==> src/design/oltkd_pkg.sv <==
// ----------------------------------------------------------------------------
// oltkd_pkg - shared types and codes for the ordered list unit
// Opcodes, result status codes, widths, and the command and status bundles
// that join the controller to the datapath.
// ----------------------------------------------------------------------------
`default_nettype none

package oltkd_pkg;

   localparam int CAPACITY_DEF = 32;
   localparam int VALUE_W      = 32;
   localparam int OPCODE_W     = 2;
   localparam int STATUS_W     = 3;
   localparam int COUNT_W      = 6;

   localparam logic [OPCODE_W-1:0] OP_APPEND  = 2'd0;
   localparam logic [OPCODE_W-1:0] OP_DELETE  = 2'd1;
   localparam logic [OPCODE_W-1:0] OP_READOUT = 2'd2;

   localparam logic [STATUS_W-1:0] ST_INSERTED = 3'd0;
   localparam logic [STATUS_W-1:0] ST_DELETED  = 3'd1;
   localparam logic [STATUS_W-1:0] ST_NOTFOUND = 3'd2;
   localparam logic [STATUS_W-1:0] ST_FULL     = 3'd3;
   localparam logic [STATUS_W-1:0] ST_ELEMENT  = 3'd4;
   localparam logic [STATUS_W-1:0] ST_EMPTY    = 3'd5;

   typedef struct packed {
      logic                load;
      logic                scan_clr;
      logic                scan_inc;
      logic                append_wr;
      logic                walk_start;
      logic                walk_next;
      logic                unlink;
      logic                emit;
      logic                emit_last;
      logic [STATUS_W-1:0] emit_status;
   } cmd_type;

   typedef struct packed {
      logic count_zero;
      logic pool_full;
      logic slot_free;
      logic key_match;
      logic walk_end;
   } sts_type;

endpackage

`default_nettype wire

==> src/design/ordered_list_tail_insert_key_delete_unit.sv <==
// ----------------------------------------------------------------------------
// ordered_list_tail_insert_key_delete_unit - doubly linked list in a slot pool
// Appends values at the tail, deletes the first match of a key found from
// the head, and reads the whole list out from head to tail.
// ----------------------------------------------------------------------------
// Using the block: a command transfers at a clock edge where start is high
// and busy is low, and busy stays high until the command is finished. Results
// come out on the rsp_ ports for exactly one cycle each, marked by rsp_valid;
// the receiver cannot stall them, so it must take every strobe. The final
// result of a command carries rsp_last. A full append, a delete on an empty
// list and a read-out of an empty list give their single result straight from
// the decode state; an append first searches for the lowest free slot (the
// free slot search tests one occupancy bit per cycle); a delete walks from the
// head until it hits, and a miss walks all n stored elements; a read-out
// delivers one element per cycle. The list walks are set by the pool
// memories, which give one registered read per cycle. Each result appears the
// cycle after the cycle that produced it. Pool contents are not cleared at
// reset; only the slot occupancy bits, head, tail and count are.
// ----------------------------------------------------------------------------
`default_nettype none

module ordered_list_tail_insert_key_delete_unit #(
   parameter int CAPACITY = oltkd_pkg::CAPACITY_DEF
) (
   input  wire logic                                    clock,
   input  wire logic                                    reset,
   input  wire logic                                    start,
   output logic                                         busy,
   input  wire logic        [oltkd_pkg::OPCODE_W-1:0]   req_opcode,
   input  wire logic signed [oltkd_pkg::VALUE_W-1:0]    req_item_value,
   output logic                                         rsp_valid,
   output logic             [oltkd_pkg::STATUS_W-1:0]   rsp_status,
   output logic signed      [oltkd_pkg::VALUE_W-1:0]    rsp_result_value,
   output logic                                         rsp_last,
   output logic             [oltkd_pkg::COUNT_W-1:0]    rsp_entry_count
);

   oltkd_pkg::cmd_type cmd;
   oltkd_pkg::sts_type sts;

   // sequence each command; the datapath only acts on these strobes
   oltkd_ctrl u_ctrl (
      .clock      (clock),
      .reset      (reset),
      .start      (start),
      .req_opcode (req_opcode),
      .sts        (sts),
      .cmd        (cmd),
      .busy       (busy)
   );

   // hold list storage, pointers and the result register
   oltkd_dp #(.CAPACITY(CAPACITY)) u_dp (
      .clock            (clock),
      .reset            (reset),
      .cmd              (cmd),
      .sts              (sts),
      .item_value       (req_item_value),
      .rsp_valid        (rsp_valid),
      .rsp_status       (rsp_status),
      .rsp_result_value (rsp_result_value),
      .rsp_last         (rsp_last),
      .rsp_entry_count  (rsp_entry_count)
   );

`ifndef NO_ASSERTIONS
   // an accepted command always raises busy in the following cycle
   a_accept_busy: assert property (@(posedge clock) disable iff (reset)
      start && !busy |=> busy)
      else $error("accepted command did not raise busy");

   // the final result of a command goes out as the block returns to idle
   a_last_idle: assert property (@(posedge clock) disable iff (reset)
      rsp_valid && rsp_last |-> !busy)
      else $error("final result while still busy");

   // read-out elements stream back to back until the last one
   a_readout_stream: assert property (@(posedge clock) disable iff (reset)
      rsp_valid && !rsp_last && rsp_status == oltkd_pkg::ST_ELEMENT
      |=> rsp_valid && rsp_status == oltkd_pkg::ST_ELEMENT)
      else $error("gap in read-out stream");

   // a successful insert always leaves at least one element
   a_insert_count: assert property (@(posedge clock) disable iff (reset)
      rsp_valid && rsp_status == oltkd_pkg::ST_INSERTED |-> rsp_entry_count != '0)
      else $error("insert reported an empty list");
`endif

endmodule

`default_nettype wire

==> src/design/oltkd_ram.sv <==
// ----------------------------------------------------------------------------
// oltkd_ram - generic simple dual-port RAM
// One write port and one read port with registered read data.
// ----------------------------------------------------------------------------
`default_nettype none

module oltkd_ram #(
   parameter int WIDTH = 32,
   parameter int DEPTH = 32
) (
   input  wire logic                     clock,
   input  wire logic                     wr_en,
   input  wire logic [$clog2(DEPTH)-1:0] wr_addr,
   input  wire logic [WIDTH-1:0]         wr_data,
   input  wire logic                     rd_en,
   input  wire logic [$clog2(DEPTH)-1:0] rd_addr,
   output logic      [WIDTH-1:0]         rd_data
);

   logic [WIDTH-1:0] mem_ff [DEPTH];
   logic [WIDTH-1:0] rd_data_ff;

   always_ff @(posedge clock) begin
      if (wr_en) begin
         mem_ff[wr_addr] <= wr_data;
      end
      if (rd_en) begin
         rd_data_ff <= mem_ff[rd_addr];
      end
   end

   assign rd_data = rd_data_ff;

endmodule

`default_nettype wire

==> src/design/oltkd_dp.sv <==
// ----------------------------------------------------------------------------
// oltkd_dp - datapath of the ordered list unit
// Slot pool memories, head/tail/count registers, slot occupancy bits, walk
// pointer and the registered result port.
// ----------------------------------------------------------------------------
`default_nettype none

module oltkd_dp #(
   parameter int CAPACITY = oltkd_pkg::CAPACITY_DEF
) (
   input  wire logic                                   clock,
   input  wire logic                                   reset,
   input  wire oltkd_pkg::cmd_type                     cmd,
   output oltkd_pkg::sts_type                          sts,
   input  wire logic signed [oltkd_pkg::VALUE_W-1:0]   item_value,
   output logic                                        rsp_valid,
   output logic             [oltkd_pkg::STATUS_W-1:0]  rsp_status,
   output logic signed      [oltkd_pkg::VALUE_W-1:0]   rsp_result_value,
   output logic                                        rsp_last,
   output logic             [oltkd_pkg::COUNT_W-1:0]   rsp_entry_count
);

   localparam int IDX_W   = $clog2(CAPACITY);
   localparam int CNT_W   = $clog2(CAPACITY + 1);
   localparam int VALUE_W = oltkd_pkg::VALUE_W;
   localparam int COUNT_W = oltkd_pkg::COUNT_W;

   logic [VALUE_W-1:0]  key_ff, key_in;
   logic [IDX_W-1:0]    head_ff, head_in;
   logic [IDX_W-1:0]    tail_ff, tail_in;
   logic [CNT_W-1:0]    count_ff, count_in;
   logic [CAPACITY-1:0] in_use_ff, in_use_in;
   logic [IDX_W-1:0]    scan_ff, scan_in;
   logic [IDX_W-1:0]    cur_ff, cur_in;
   logic [CNT_W-1:0]    idx_ff, idx_in;

   logic                         rsp_valid_ff, rsp_valid_in;
   logic [oltkd_pkg::STATUS_W-1:0] rsp_status_ff, rsp_status_in;
   logic [VALUE_W-1:0]           rsp_value_ff, rsp_value_in;
   logic                         rsp_last_ff, rsp_last_in;
   logic [COUNT_W-1:0]           rsp_count_ff, rsp_count_in;

   logic [VALUE_W-1:0] val_rd;
   logic [IDX_W-1:0]   fwd_rd, bwd_rd;
   logic [IDX_W-1:0]   rd_addr;
   logic               rd_en;
   logic               val_we, fwd_we, bwd_we;
   logic [IDX_W-1:0]   fwd_waddr, fwd_wdata, bwd_waddr, bwd_wdata;
   logic               is_head, is_tail;
   logic [CNT_W+COUNT_W-1:0] cnt_ext;

   oltkd_ram #(.WIDTH(VALUE_W), .DEPTH(CAPACITY)) u_val_ram (
      .clock   (clock),
      .wr_en   (val_we),
      .wr_addr (scan_ff),
      .wr_data (key_ff),
      .rd_en   (rd_en),
      .rd_addr (rd_addr),
      .rd_data (val_rd)
   );

   oltkd_ram #(.WIDTH(IDX_W), .DEPTH(CAPACITY)) u_fwd_ram (
      .clock   (clock),
      .wr_en   (fwd_we),
      .wr_addr (fwd_waddr),
      .wr_data (fwd_wdata),
      .rd_en   (rd_en),
      .rd_addr (rd_addr),
      .rd_data (fwd_rd)
   );

   oltkd_ram #(.WIDTH(IDX_W), .DEPTH(CAPACITY)) u_bwd_ram (
      .clock   (clock),
      .wr_en   (bwd_we),
      .wr_addr (bwd_waddr),
      .wr_data (bwd_wdata),
      .rd_en   (rd_en),
      .rd_addr (rd_addr),
      .rd_data (bwd_rd)
   );

   assign is_head = (cur_ff == head_ff);
   assign is_tail = (cur_ff == tail_ff);
   assign cnt_ext = {COUNT_W'(0), count_ff};

   assign sts.count_zero = (count_ff == '0);
   assign sts.pool_full  = (count_ff == CNT_W'(CAPACITY));
   assign sts.slot_free  = !in_use_ff[scan_ff];
   assign sts.key_match  = (val_rd == key_ff);
   assign sts.walk_end   = ((idx_ff + CNT_W'(1)) == count_ff);

   // follow the forward link just read, or start at the head
   assign rd_en   = cmd.walk_start | cmd.walk_next;
   assign rd_addr = cmd.walk_next ? fwd_rd : head_ff;

   always_comb begin
      key_in    = key_ff;
      head_in   = head_ff;
      tail_in   = tail_ff;
      count_in  = count_ff;
      in_use_in = in_use_ff;
      scan_in   = scan_ff;
      cur_in    = cur_ff;
      idx_in    = idx_ff;
      val_we    = 1'b0;
      fwd_we    = 1'b0;
      fwd_waddr = tail_ff;
      fwd_wdata = scan_ff;
      bwd_we    = 1'b0;
      bwd_waddr = scan_ff;
      bwd_wdata = tail_ff;

      if (cmd.load) begin
         key_in = item_value;
      end
      if (cmd.scan_clr) begin
         scan_in = '0;
      end
      if (cmd.scan_inc) begin
         scan_in = scan_ff + IDX_W'(1);
      end

      // link the new slot behind the tail
      if (cmd.append_wr) begin
         val_we    = 1'b1;
         bwd_we    = 1'b1;
         bwd_waddr = scan_ff;
         bwd_wdata = sts.count_zero ? '0 : tail_ff;
         fwd_we    = !sts.count_zero;
         fwd_waddr = tail_ff;
         fwd_wdata = scan_ff;
         head_in   = sts.count_zero ? scan_ff : head_ff;
         tail_in   = scan_ff;
         in_use_in[scan_ff] = 1'b1;
         count_in  = count_ff + CNT_W'(1);
      end

      if (cmd.walk_start) begin
         cur_in = head_ff;
         idx_in = '0;
      end
      if (cmd.walk_next) begin
         cur_in = fwd_rd;
         idx_in = idx_ff + CNT_W'(1);
      end

      // bridge the neighbors of the matched slot and free it
      if (cmd.unlink) begin
         if (!is_head) begin
            fwd_we    = 1'b1;
            fwd_waddr = bwd_rd;
            fwd_wdata = fwd_rd;
         end else begin
            head_in = fwd_rd;
         end
         if (!is_tail) begin
            bwd_we    = 1'b1;
            bwd_waddr = fwd_rd;
            bwd_wdata = bwd_rd;
         end else begin
            tail_in = bwd_rd;
         end
         in_use_in[cur_ff] = 1'b0;
         count_in = count_ff - CNT_W'(1);
         if (count_ff == CNT_W'(1)) begin
            head_in = '0;
            tail_in = '0;
         end
      end
   end

   always_comb begin
      rsp_valid_in  = cmd.emit;
      rsp_status_in = rsp_status_ff;
      rsp_value_in  = rsp_value_ff;
      rsp_last_in   = rsp_last_ff;
      rsp_count_in  = rsp_count_ff;
      if (cmd.emit) begin
         rsp_status_in = cmd.emit_status;
         rsp_last_in   = cmd.emit_last;
         rsp_count_in  = cnt_ext[COUNT_W-1:0];
         case (cmd.emit_status)
            oltkd_pkg::ST_ELEMENT: rsp_value_in = val_rd;
            oltkd_pkg::ST_EMPTY:   rsp_value_in = '0;
            default:               rsp_value_in = key_ff;
         endcase
      end
   end

   always_ff @(posedge clock) begin
      if (reset) begin
         head_ff      <= '0;
         tail_ff      <= '0;
         count_ff     <= '0;
         in_use_ff    <= '0;
         rsp_valid_ff <= 1'b0;
      end else begin
         head_ff      <= head_in;
         tail_ff      <= tail_in;
         count_ff     <= count_in;
         in_use_ff    <= in_use_in;
         rsp_valid_ff <= rsp_valid_in;
      end
   end

   always_ff @(posedge clock) begin
      key_ff        <= key_in;
      scan_ff       <= scan_in;
      cur_ff        <= cur_in;
      idx_ff        <= idx_in;
      rsp_status_ff <= rsp_status_in;
      rsp_value_ff  <= rsp_value_in;
      rsp_last_ff   <= rsp_last_in;
      rsp_count_ff  <= rsp_count_in;
   end

   assign rsp_valid        = rsp_valid_ff;
   assign rsp_status       = rsp_status_ff;
   assign rsp_result_value = rsp_value_ff;
   assign rsp_last         = rsp_last_ff;
   assign rsp_entry_count  = rsp_count_ff;

endmodule

`default_nettype wire

==> src/design/oltkd_ctrl.sv <==
// ----------------------------------------------------------------------------
// oltkd_ctrl - controller of the ordered list unit
// Sequences free-slot scan, list walk, unlink and result strobes.
// ----------------------------------------------------------------------------
`default_nettype none

module oltkd_ctrl (
   input  wire logic                              clock,
   input  wire logic                              reset,
   input  wire logic                              start,
   input  wire logic [oltkd_pkg::OPCODE_W-1:0]    req_opcode,
   input  wire oltkd_pkg::sts_type                sts,
   output oltkd_pkg::cmd_type                     cmd,
   output logic                                   busy
);

   localparam logic [2:0] S_IDLE   = 3'd0;
   localparam logic [2:0] S_EXEC   = 3'd1;
   localparam logic [2:0] S_SCAN   = 3'd2;
   localparam logic [2:0] S_WALK   = 3'd3;
   localparam logic [2:0] S_UNLINK = 3'd4;
   localparam logic [2:0] S_DONE   = 3'd5;

   logic [2:0]                     state_ff, state_in;
   logic [oltkd_pkg::OPCODE_W-1:0] op_ff, op_in;

   always_comb begin
      cmd      = '0;
      state_in = state_ff;
      op_in    = op_ff;
      case (state_ff)
         S_IDLE: begin
            if (start) begin
               cmd.load = 1'b1;
               op_in    = req_opcode;
               state_in = S_EXEC;
            end
         end
         S_EXEC: begin
            case (op_ff)
               oltkd_pkg::OP_APPEND: begin
                  if (sts.pool_full) begin
                     cmd.emit        = 1'b1;
                     cmd.emit_last   = 1'b1;
                     cmd.emit_status = oltkd_pkg::ST_FULL;
                     state_in        = S_IDLE;
                  end else begin
                     cmd.scan_clr = 1'b1;
                     state_in     = S_SCAN;
                  end
               end
               oltkd_pkg::OP_DELETE: begin
                  if (sts.count_zero) begin
                     cmd.emit        = 1'b1;
                     cmd.emit_last   = 1'b1;
                     cmd.emit_status = oltkd_pkg::ST_NOTFOUND;
                     state_in        = S_IDLE;
                  end else begin
                     cmd.walk_start = 1'b1;
                     state_in       = S_WALK;
                  end
               end
               oltkd_pkg::OP_READOUT: begin
                  if (sts.count_zero) begin
                     cmd.emit        = 1'b1;
                     cmd.emit_last   = 1'b1;
                     cmd.emit_status = oltkd_pkg::ST_EMPTY;
                     state_in        = S_IDLE;
                  end else begin
                     cmd.walk_start = 1'b1;
                     state_in       = S_WALK;
                  end
               end
               default: state_in = S_IDLE;
            endcase
         end
         S_SCAN: begin
            if (sts.slot_free) begin
               cmd.append_wr = 1'b1;
               state_in      = S_DONE;
            end else begin
               cmd.scan_inc = 1'b1;
            end
         end
         S_WALK: begin
            if (op_ff == oltkd_pkg::OP_READOUT) begin
               cmd.emit        = 1'b1;
               cmd.emit_last   = sts.walk_end;
               cmd.emit_status = oltkd_pkg::ST_ELEMENT;
               if (sts.walk_end) begin
                  state_in = S_IDLE;
               end else begin
                  cmd.walk_next = 1'b1;
               end
            end else if (sts.key_match) begin
               state_in = S_UNLINK;
            end else if (sts.walk_end) begin
               cmd.emit        = 1'b1;
               cmd.emit_last   = 1'b1;
               cmd.emit_status = oltkd_pkg::ST_NOTFOUND;
               state_in        = S_IDLE;
            end else begin
               cmd.walk_next = 1'b1;
            end
         end
         S_UNLINK: begin
            cmd.unlink = 1'b1;
            state_in   = S_DONE;
         end
         S_DONE: begin
            cmd.emit        = 1'b1;
            cmd.emit_last   = 1'b1;
            cmd.emit_status = (op_ff == oltkd_pkg::OP_APPEND) ?
                              oltkd_pkg::ST_INSERTED : oltkd_pkg::ST_DELETED;
            state_in        = S_IDLE;
         end
         default: state_in = S_IDLE;
      endcase
   end

   always_ff @(posedge clock) begin
      if (reset) begin
         state_ff <= S_IDLE;
      end else begin
         state_ff <= state_in;
      end
   end

   always_ff @(posedge clock) begin
      op_ff <= op_in;
   end

   assign busy = (state_ff != S_IDLE);

endmodule

`default_nettype wire

==> config.mk <==
export PLATFORM = sky130hd
export DESIGN_NAME = ordered_list_tail_insert_key_delete_unit
export DESIGN_NICKNAME = d
export VERILOG_FILES = /design/src/design/oltkd_pkg.sv /design/src/design/ordered_list_tail_insert_key_delete_unit.sv /design/src/design/oltkd_ram.sv /design/src/design/oltkd_dp.sv /design/src/design/oltkd_ctrl.sv
export SDC_FILE = /design/constraint.sdc
export NUM_CORES = 2
export LEC_CHECK = 0
export BUFFER_PORTS_ARGS = -buffer_cell sky130_fd_sc_hd__buf_2
export CAP_MARGIN = 20
export CORE_UTILIZATION = 55
export DETAILED_ROUTE_END_ITERATION = 12
export HOLD_SLACK_MARGIN = 0.08
export PLACE_DENSITY = 0.78
export SLEW_MARGIN = 20
export SYNTH_ARGS = -nofsm -noshare
export SYNTH_HDL_FRONTEND = slang
export SYNTH_SLANG_ARGS = --single-unit
==> constraint.sdc <==
create_clock -name clock -period 6.2 [get_ports clock]
set_clock_uncertainty 0.15 [all_clocks]
set_input_delay 0 -clock clock [delete_from_list [all_inputs] [get_ports clock]]
set_output_delay 0 -clock clock [all_outputs]
set_load 0.02 [all_outputs]
==> results.sh <==
export IMPL_hold_class="in -> reg"
export IMPL_worstPathArrival_ns=5.96
export IMPL_cts_sinks=1530
export IMPL_ys_flop_type="edfxtp_1"
export IMPL_antenna_found_initial=5
export IMPL_final_cells=5780
export IMPL_hold_viol_final=0
export IMPL_period_share_pct=89.7
export IMPL_dr_pass1_iters=6
export IMPL_first_iter_violations=5458
export IMPL_grt_max_degree=100
export IMPL_routed_via_count=37068
export IMPL_dieArea_um2=112000
export IMPL_gp_congestion=0.894
export IMPL_post_cts_resize_count=0
export IMPL_power_density_nw_per_um2=307
export IMPL_cp_start_kind="flip-flop"
export IMPL_synth_area_um2=60900
export IMPL_max_vdd_ir_drop_v=0.000308
export IMPL_end_kind="flip-flop"
export IMPL_routed_wl_um=164000
export IMPL_syn_nets=4024
export IMPL_status="finished clean"
export IMPL_drc=0
export IMPL_ant_nets=0
export IMPL_n_antenna_cell=0
export IMPL_avgSynthCellArea_um2=15.3
export IMPL_crit_fanout=44
export IMPL_ys_types=66
export IMPL_crit_required_ns=6.59
export IMPL_ys_warn_count=0
export IMPL_fmax_mhz=180
export IMPL_fp_dieH_um=335
export IMPL_drv_cap=0
export IMPL_grt_pass1_vias=35926
export IMPL_fin_nets=4230
export IMPL_ys_ff_latch=1530
export IMPL_grt_setup_unrepaired="false"
export IMPL_area_growth_syn_to_layout_pct=14.1
export IMPL_core_area_um2=109000
export IMPL_power_leakage_nw=25.1
export IMPL_rows=121
export IMPL_drv_slew=0
export IMPL_synthArstFlopShare_pct=0
export IMPL_cts_max_path_buffers=3
export IMPL_viasPerCell=6.41
export IMPL_drive_gt1_share_pct=13.5
export IMPL_tns_ns=0
export IMPL_grt_overflow_total=0
export IMPL_ys_seq_area_share_pct=74.5
export IMPL_worst_slew_pin_slew_ns=1.26
export IMPL_initial_core_util_pct=55.7
export IMPL_cts_buffers=149
export IMPL_period_needed_ns=5.56
export IMPL_fin_util_pct=63.6
export IMPL_finalSetupViolCount=0
export IMPL_synthCells=3975
export IMPL_cts_clk_slew_worst_paths_ns=0.06
export IMPL_synth_edf_count=1478
export IMPL_h_tree_depth=4
export IMPL_tritoncts="built"
export IMPL_drt_wirelength_per_cell_um=28.4
export IMPL_criticalPathCategory="reg -> reg"
export IMPL_clk_latency_ns=0.78
export IMPL_maxSlewHeadroom_pct=15.3
export IMPL_placedCellCount=5431
export IMPL_io_pins=81
export IMPL_dp_hpwl_um=89800
export IMPL_grt_usage_pct=29.1
export IMPL_io_buffers=80
export IMPL_grt_first_pass_wirelength_um=236000
export IMPL_dieWidth_um=335
export IMPL_clockRootBuffer="clkbuf_16"
## critical path: stages (launching register included)
cell and delay [ns]:
edfxtp_1 1.05, xor2_1 0.28, nor4_2 0.77, nand4_1 0.40, nor3_2 0.35, o311a_4 0.51, buf_4 0.61, buf_4 0.36
nand2_1 0.09, a32oi_1 0.24, nand4_1 0.20, a2111oi_2 0.29
## flip-flops by register name, summed over array words and instances, names as in the netlist, 6 cells and up
name                    cells
u_dp.count_ff               6
u_dp.rsp_entry_count        6
u_dp.rsp_result_value      32
u_dp.idx_ff                 6
u_dp.u_val_ram.mem_ff    1024
u_dp.u_bwd_ram.mem_ff     160
u_dp.in_use_ff             32
u_dp.key_ff                32
u_dp.u_val_ram.rd_data     32
u_dp.u_fwd_ram.mem_ff     160
## Yosys cell counts, drive strengths merged, types with 44 or more instances
library cell     n  share of area [%]
a211oi          44               0.55
a21oi           88               0.73
a32oi          172                2.5
buf            117                1.1
clkbuf         111               0.69
dfxtp           52                1.7
edfxtp        1478                 73
mux2i          360                5.9
mux4            50                1.8
nand2          771                4.7
nand3          184                1.5
nand4           46               0.47
nor2           197                1.2
o21ai           51               0.42
## power by group
group,switching (W),internal (W)
Combinational,0.000592,0.000266
Sequential,0.0000958,0.0115
Clock,0.00389,0.00504
## cells by family after synthesis
kind of cell             count (synthesis)  share of synthesized area (%)
buffers and inverters                  254                           1.94
adder cells (fa/ha/maj)                 12                          0.246
multiplexers                           420                           7.95
AO/OA/AOI/OAI                          434                           5.69
AND/OR/NAND/NOR                       1264                           8.71
XOR/XNOR                                61                          0.922
flip-flops                            1530                           74.5
## timing repair
action,4_1_cts,5_1_grt
hold buffers,71,0
buffers inserted,0,0
hold endpoints to repair,112,0
## path summary, 6_finish.rpt
| kind | start | to | slack, ns | cells past startpoint |
|---|---|---|---|---|
| worst max register to register | u_dp.key_ff[9] | u_dp.u_val_ram.rd_data[21] | 0.64 | 11 |
| worst max-delay path | u_dp.key_ff[9] | u_dp.u_val_ram.rd_data[21] | 0.64 | 11 |
| worst min-delay path | reset | u_dp.count_ff[4] | 0.23 | 3 |
| worst min register to register | u_dp.in_use_ff[30] | u_dp.in_use_ff[30] | 0.34 | 2 |
## layout make-up
class                      count  area, µm²
timing repair buffer         283       2610
multi-input combinational   2191      14800
inverter                      26        111
clock buffer                 181       3880
tap                         1476       1850
fill                        7411      39800
clock inverter                93        917
sequential                  1530      45400
## stage by stage
stage	area (µm²)	power, W	worst slack, ns	hold WS, ns
6_report	69500	0.0213	0.637	0.233
3_5_place_dp	64000	0.0126	0.805	0.0287
5_1_grt	69500	0.0218	0.482	0.254
3_3_place_gp	64000	0.0125	0.519	0.0277
4_1_cts	69500	0.0214	0.750	0.182
2_1_floorplan	60900	0.0122	0.571	-0.0511
## layer usage
metal	global-route usage (%)	vias to the layer above	part of all wire (%)	wire [µm]
met4	12.8	10	4.5	7450
met2	44.2	2648	46	74600
met5	0	-	0.042	69
met3	7.68	461	13	22100
met1	39.7	18305	36	59600
li1	-	15644	-	-
## cell usage in the layout, fill, tap and decap left out, types with 33 or more instances in the layout
master         instances
a211oi_1              40
a2111oi_2             40
a32oi_1              172
xor2_1                43
buf_12                38
nor2_4                33
nand3_1              184
a21oi_1               86
edfxtp_1            1478
clkinv_1              39
mux2i_1              358
nor2_1               164
buf_2                 81
nand4_1               46
dlygate4sd3_1         71
clkbuf_16            150
nand2_1              771
o21ai_0               39
buf_4                 89
mux4_2                50
dfxtp_1               52
No activity file was read; power rests on OpenSTA's default activity.
